--- config.mk ---
export PLATFORM = sky130hd
export DESIGN_NAME = pmfd_rsp_queue
export DESIGN_NICKNAME = d
export VERILOG_FILES = /design/src/hdl/pmfd_pkg.sv /design/src/hdl/pmfd_rsp_queue.sv
export SDC_FILE = /design/constraint.sdc
export NUM_CORES = 1
export LEC_CHECK = 0
export BUFFER_PORTS_ARGS = -buffer_cell sky130_fd_sc_hd__buf_2
export CAP_MARGIN = 10
export CORE_UTILIZATION = 45
export CTS_CLUSTER_DIAMETER = 40
export DETAILED_ROUTE_END_ITERATION = 10
export PLACE_DENSITY = 0.7
export SLEW_MARGIN = 20
export SYNTH_ARGS = -nofsm -noshare
export SYNTH_HDL_FRONTEND = slang
export SYNTH_SLANG_ARGS = --single-unit
--- constraint.sdc ---
create_clock -name clock -period 12.1 [get_ports clock]
set_clock_uncertainty 0.1 [all_clocks]
set_input_delay 1.21 -clock clock [delete_from_list [all_inputs] [get_ports clock]]
set_output_delay 1.21 -clock clock [all_outputs]
set_load 0.01 [all_outputs]
--- src/hdl/pmfd_pkg.sv ---
// Shared types and codes for the paged monochrome frame buffer.
// Request and response payload structs, opcodes and the memory command.
// No dependencies.
package pmfd_pkg;

   localparam logic [1:0] OP_SET    = 2'd0;
   localparam logic [1:0] OP_FILL   = 2'd1;
   localparam logic [1:0] OP_REDRAW = 2'd2;

   localparam logic KIND_DATA = 1'b0;
   localparam logic KIND_NONE = 1'b1;

   typedef struct packed {
      logic [1:0] opcode;
      logic [6:0] x_low;
      logic [5:0] y_low;
      logic [6:0] x_high;
      logic [5:0] y_high;
      logic       pixel_on;
   } req_type;

   typedef struct packed {
      logic        kind;
      logic [2:0]  page_number;
      logic [3:0]  chunk_index;
      logic [63:0] column_bytes;
      logic        last;
   } rsp_type;

   // One word operation handed to the store: read-modify-write and/or emit.
   typedef struct packed {
      logic        write;
      logic        emit;
      logic        pixel_on;
      logic [63:0] mask;
      logic        kind;
      logic [2:0]  page_number;
      logic [3:0]  chunk_index;
      logic        last;
   } cmd_type;

endpackage

--- src/hdl/pmfd_rsp_queue.sv ---
// Two-entry response queue between the store and the response channel.
// Depends on pmfd_pkg for the response type.
module pmfd_rsp_queue (
   input  logic              clock,
   input  logic              reset,
   input  logic              push_valid,
   input  pmfd_pkg::rsp_type push_data,
   output logic              rsp_valid,
   input  logic              rsp_ready,
   output pmfd_pkg::rsp_type rsp_data,
   output logic [1:0]        count
);
   import pmfd_pkg::*;

   rsp_type    slot_ff [2];
   logic       wr_ptr_ff, wr_ptr_in;
   logic       rd_ptr_ff, rd_ptr_in;
   logic [1:0] count_ff, count_in;
   logic       pop;

   assign rsp_valid = (count_ff != 2'd0);
   assign rsp_data  = slot_ff[rd_ptr_ff];
   assign count     = count_ff;
   assign pop       = rsp_valid && rsp_ready;

   assign wr_ptr_in = push_valid ? ~wr_ptr_ff : wr_ptr_ff;
   assign rd_ptr_in = pop ? ~rd_ptr_ff : rd_ptr_ff;
   assign count_in  = count_ff + 2'(push_valid) - 2'(pop);

   always_ff @(posedge clock) begin
      if (push_valid) begin
         slot_ff[wr_ptr_ff] <= push_data;
      end
   end

   always_ff @(posedge clock) begin
      if (reset) begin
         wr_ptr_ff <= 1'b0;
         rd_ptr_ff <= 1'b0;
         count_ff  <= 2'd0;
      end else begin
         wr_ptr_ff <= wr_ptr_in;
         rd_ptr_ff <= rd_ptr_in;
         count_ff  <= count_in;
      end
   end

endmodule

# --- Word-level counts from Yosys, hierarchy flattened ---
# Memories as Yosys holds them, arrays and structs flattened. A register that Yosys moved wholly into a read port is not among the register bits.
# Cells that the tools add are included.
word_totals:
  reg_bits: 4
  memories: 1
  ramBits: 146
  input_bits: 77
op_classes:
  bitwise_logic: 2
  n_reduce_logical: 2
  n_addsub: 2
  mux: 4
mem_list:
  columns: ["name", "depth", "word_bits", "rd", "rd_ports_with_merged_regs", "wr", "line", "source"]
  rows:
  - ["slot_ff", 2, 73, 1, 1, 1, "pmfd_rsp_queue.sv:15", "rsp_type slot_ff [2];"]
op_table:
  columns: ["cell", "n"]
  rows:
  - ["two-way mux 1 bit", 4]
  - ["adder 2 x 1 -> 2 bit", 1]
  - ["NOT 1 bit", 2]
  - ["nonzero test 2 bit", 1]
  - ["subtractor 2 x 1 -> 2 bit", 1]
  - ["logical AND 1 bit", 1]

# --- Longest topological paths before layout ---
depth:
  depth_word: 4
  mapped_depth: 6
  depth_no_buf: 6

# --- Worst setup path before layout ---
# Ideal clock, no wire load.
synth_timing:
  path_kind: "input -> register"
  startpoint: "input push_valid"
  endpoint: "memory slot_ff[0][0] (netlist bit), enable pin"
  required_ns: 11.487
  setup_ns: 0.513
  stages: 1
  slack_ns: 7.078
  arrival_ns: 4.409
  path_cell_list: "nor2b_1"
synth_via:
  elab_chain_cells: 2
synth_lines:
  columns: ["item", "line", "source"]
  rows:
  - ["from (decl)", "pmfd_rsp_queue.sv:6", "input logic push_valid,"]
  - ["two-way mux 1 bit", "pmfd_rsp_queue.sv:31", "if (push_valid) begin"]
  - ["two-way mux 1 bit (not written as such)", "pmfd_rsp_queue.sv:32", "slot_ff[wr_ptr_ff] <= push_data;"]
  - ["to (decl)", "pmfd_rsp_queue.sv:15", null]
# No other way between the ends.

==> impl_metrics.env <==
export IMPL_max_stage_delay_ps=890
export IMPL_synth_sequential_area_ratio_pct=76.6
export IMPL_grt_antenna_before_repair=0
export IMPL_timing_fmax_mhz=268
export IMPL_utilization_pct=57.6
export IMPL_wl_met1_um=3760
export IMPL_postCtsHoldBufs=0
export IMPL_avgViaCountPerCell=4.63
export IMPL_timing_final_crit_share_pct=30.9
export IMPL_cts_sinks=151
export IMPL_total_of_max_cap_violations=0
export IMPL_drt_pre_antenna_iters=4
export IMPL_drt_wirelength_per_cell_um=16.0
export IMPL_drt_iter0_drc=152
export IMPL_mappedNetlistNets=328
export IMPL_worst_slew_pin_slew_ps=1110
export IMPL_setup_worst_path_end_class="primary output"
export IMPL_ys_types=15
export IMPL_drc=0
export IMPL_flip_flop_and_latch_count_after_synthesis=151
export IMPL_gpl_wtd_cong=0.675
export IMPL_ioPinCount=153
export IMPL_postCtsSetupBuffers=0
export IMPL_detailed_place_hpwl_um=6090
export IMPL_final_number_of_max_transition_violations=0
export IMPL_buffer_ports_inserted=152
export IMPL_n_antenna_cell=0
export IMPL_totalNegativeSetupSlack_ps=0
export IMPL_met2RoutedLength_um=5020
export IMPL_run_status="complete, no violations"
export IMPL_via_count=2772
export IMPL_synthCells=249
export IMPL_worst_path_cell_with_the_longest_stage_delay="buf_4"
export IMPL_aggregate_global_routing_overflow=0
export IMPL_filler_cell_count=985
export IMPL_track_usage_pct=14.8
export IMPL_grt_pass1_vias=2880
export IMPL_power_leakage_nw=2.89
export IMPL_irDropWorstVdd_uv=180
export IMPL_final_net_count=493
export IMPL_regArea_sq_um=4490
export IMPL_clkSlewWorstSetupHoldPaths_ps=60
export IMPL_area_of_the_die_sq_um=13500
export IMPL_layout_cell_share_with_drive_strength_beyond_1_pct=61.4
export IMPL_cts_tree="yes"
export IMPL_avgSynthCellArea_sq_um=23.5
export IMPL_postCtsResizedCells=0
export IMPL_area_delta_synth_final_pct=24.6
export IMPL_crit_arrival_ps=2430
export IMPL_routed_met3_length_um=543
export IMPL_route_top_layer_used="met4"
export IMPL_cts_htree_levels=4
export IMPL_critical_path_required_ps=10790
export IMPL_die_h_um=116
export IMPL_wirelength_um=9600
export IMPL_placeableCoreArea_sq_um=12700
export IMPL_timing_final_crit_period_ps=3740
export IMPL_yosysWarnings=0
export IMPL_maximum_count_of_clock_buffers_along_a_single_path=2
export IMPL_slew_headroom_pct=26.2
export IMPL_antenna_violating_nets_post_route=0
export IMPL_skew_pair_late_insertion_delay_ps=410
export IMPL_initial_core_util_pct=46.2
export IMPL_multi_input_area_sq_um=1220
export IMPL_power_mw=1.44
export IMPL_mappedNetlistArea_sq_um=5860
export IMPL_placement_rows=41
export IMPL_post_dp_cell_area_sq_um=6710
export IMPL_power_density_cell_area_nw_per_um2=197
export IMPL_dieWidth_um=116
export IMPL_final_cell_area_sq_um=7300
export IMPL_maximum_number_of_pins_on_one_net_before_global_route_repair=74
export IMPL_grt_setup_unrepaired="no"
export IMPL_setup_viol_count_final=0
export IMPL_worstPathCellList="buf_4 > mux2_2 > buf_2"
export IMPL_worst_hold_path_type="flip-flop to flip-flop"
export IMPL_first_pass_grt_wire_length_um=14100
export IMPL_clk_root_buffer_cell="clkbuf_16"
export IMPL_cp_max_fo=60
export IMPL_cts_inserted_buffers=17
export IMPL_criticalPathCategory="flip-flop to primary output"
export IMPL_timing_final_hold_violations=0
export IMPL_cp_start_kind="flip-flop"
-- cells by family after synthesis --
kind of cell / after synthesis / share of synthesized area (%)
fa+ha+maj: 2 / 0.427
mux: 75 / 18.9
xor+xnor: 2 / 0.534
compound gates: 1 / 0.128
buf+inv: 10 / 2.71
simple gates: 8 / 0.726
flops: 151 / 76.6
-- final timing paths --
path	end	startpoint	slack, ps	cells past startpoint
setup / recovery	rsp_data[72]	flip-flop	8360	3
hold / removal	wr_ptr_ff	wr_ptr_ff	510	2
setup reg to reg	slot_ff[1][48]	wr_ptr_ff	10340	1
hold reg to reg	wr_ptr_ff	wr_ptr_ff	510	2
-- cell usage in the layout, fill, tap and decap left out --
cell	n
buf_2	152
edfxtp_1	146
mux2_4	70
clkbuf_16	17
mux2_2	5
clkinv_2	4
dfxtp_1	4
nor2_1	3
bufinv_16	3
clkinvlp_4	3
inv_1	2
nor2b_1	2
ha_1	2
clkinv_1	2
buf_4	2
o21a_1	1
and2_4	1
nor2b_4	1
or2_2	1
xnor2_1	1
xnor3_1	1
dfxtp_4	1
clkinv_4	1
clkbuf_1	1
inv_6	1
-- through the flow --
stage,cells,hold WS (ps),setup WS (ps)
final,599,506,8360
after global placement,567,465,8800
after floorplan,249,396,7080
after CTS,599,512,8310
after global routing,599,554,8250
after detailed placement,567,491,8770
-- layout make-up --
cell class | count | share of cell area [%]
clock buffers | 18 | 5.88
clock inverters | 14 | 2.16
inverters | 2 | 0.103
multi-input cells | 88 | 16.8
flip-flops and latches | 151 | 61.5
well taps | 172 | 2.95
repair buffers | 154 | 10.6
-- metal layers --
layer  vias up  track usage [%]
li1       1313                -
met1      1338             15.9
met2        99             25.2
met3        22             4.81
met4         0             9.57
met5         -                0
-- power breakdown --
part	switching, mW	internal [mW]	leakage (nW)
Sequential	0.0182	0.615	1.41
Clock	0.196	0.322	0.281
Combinational	0.128	0.159	1.20
Total	0.343	1.10	2.89
-- synth_stat cells (all sizes together) --
cell / number / share of area (%)
and2: 1 / 0.11
buf: 8 / 2.6
dfxtp: 5 / 1.7
edfxtp: 146 / 75
ha: 2 / 0.43
inv: 2 / 0.13
mux2: 75 / 19
nor2: 3 / 0.19
nor2b: 3 / 0.32
o21a: 1 / 0.13
or2: 1 / 0.11
xnor2: 1 / 0.15
xnor3: 1 / 0.38
-- flip-flops by register name, summed over array words and instances (netlist names), named ones only --
| name | count |
|---|---|
| count | 2 |
| rd_ptr_ff | 1 |
| slot_ff | 146 |
| wr_ptr_ff | 1 |
-- critical path: cells and delay by family (launching register included) --
family   cells  cell delay (ps)
buf+inv      2             1030
flops        1              500
mux          1              430
No activity file was read; power rests on OpenSTA's default activity.
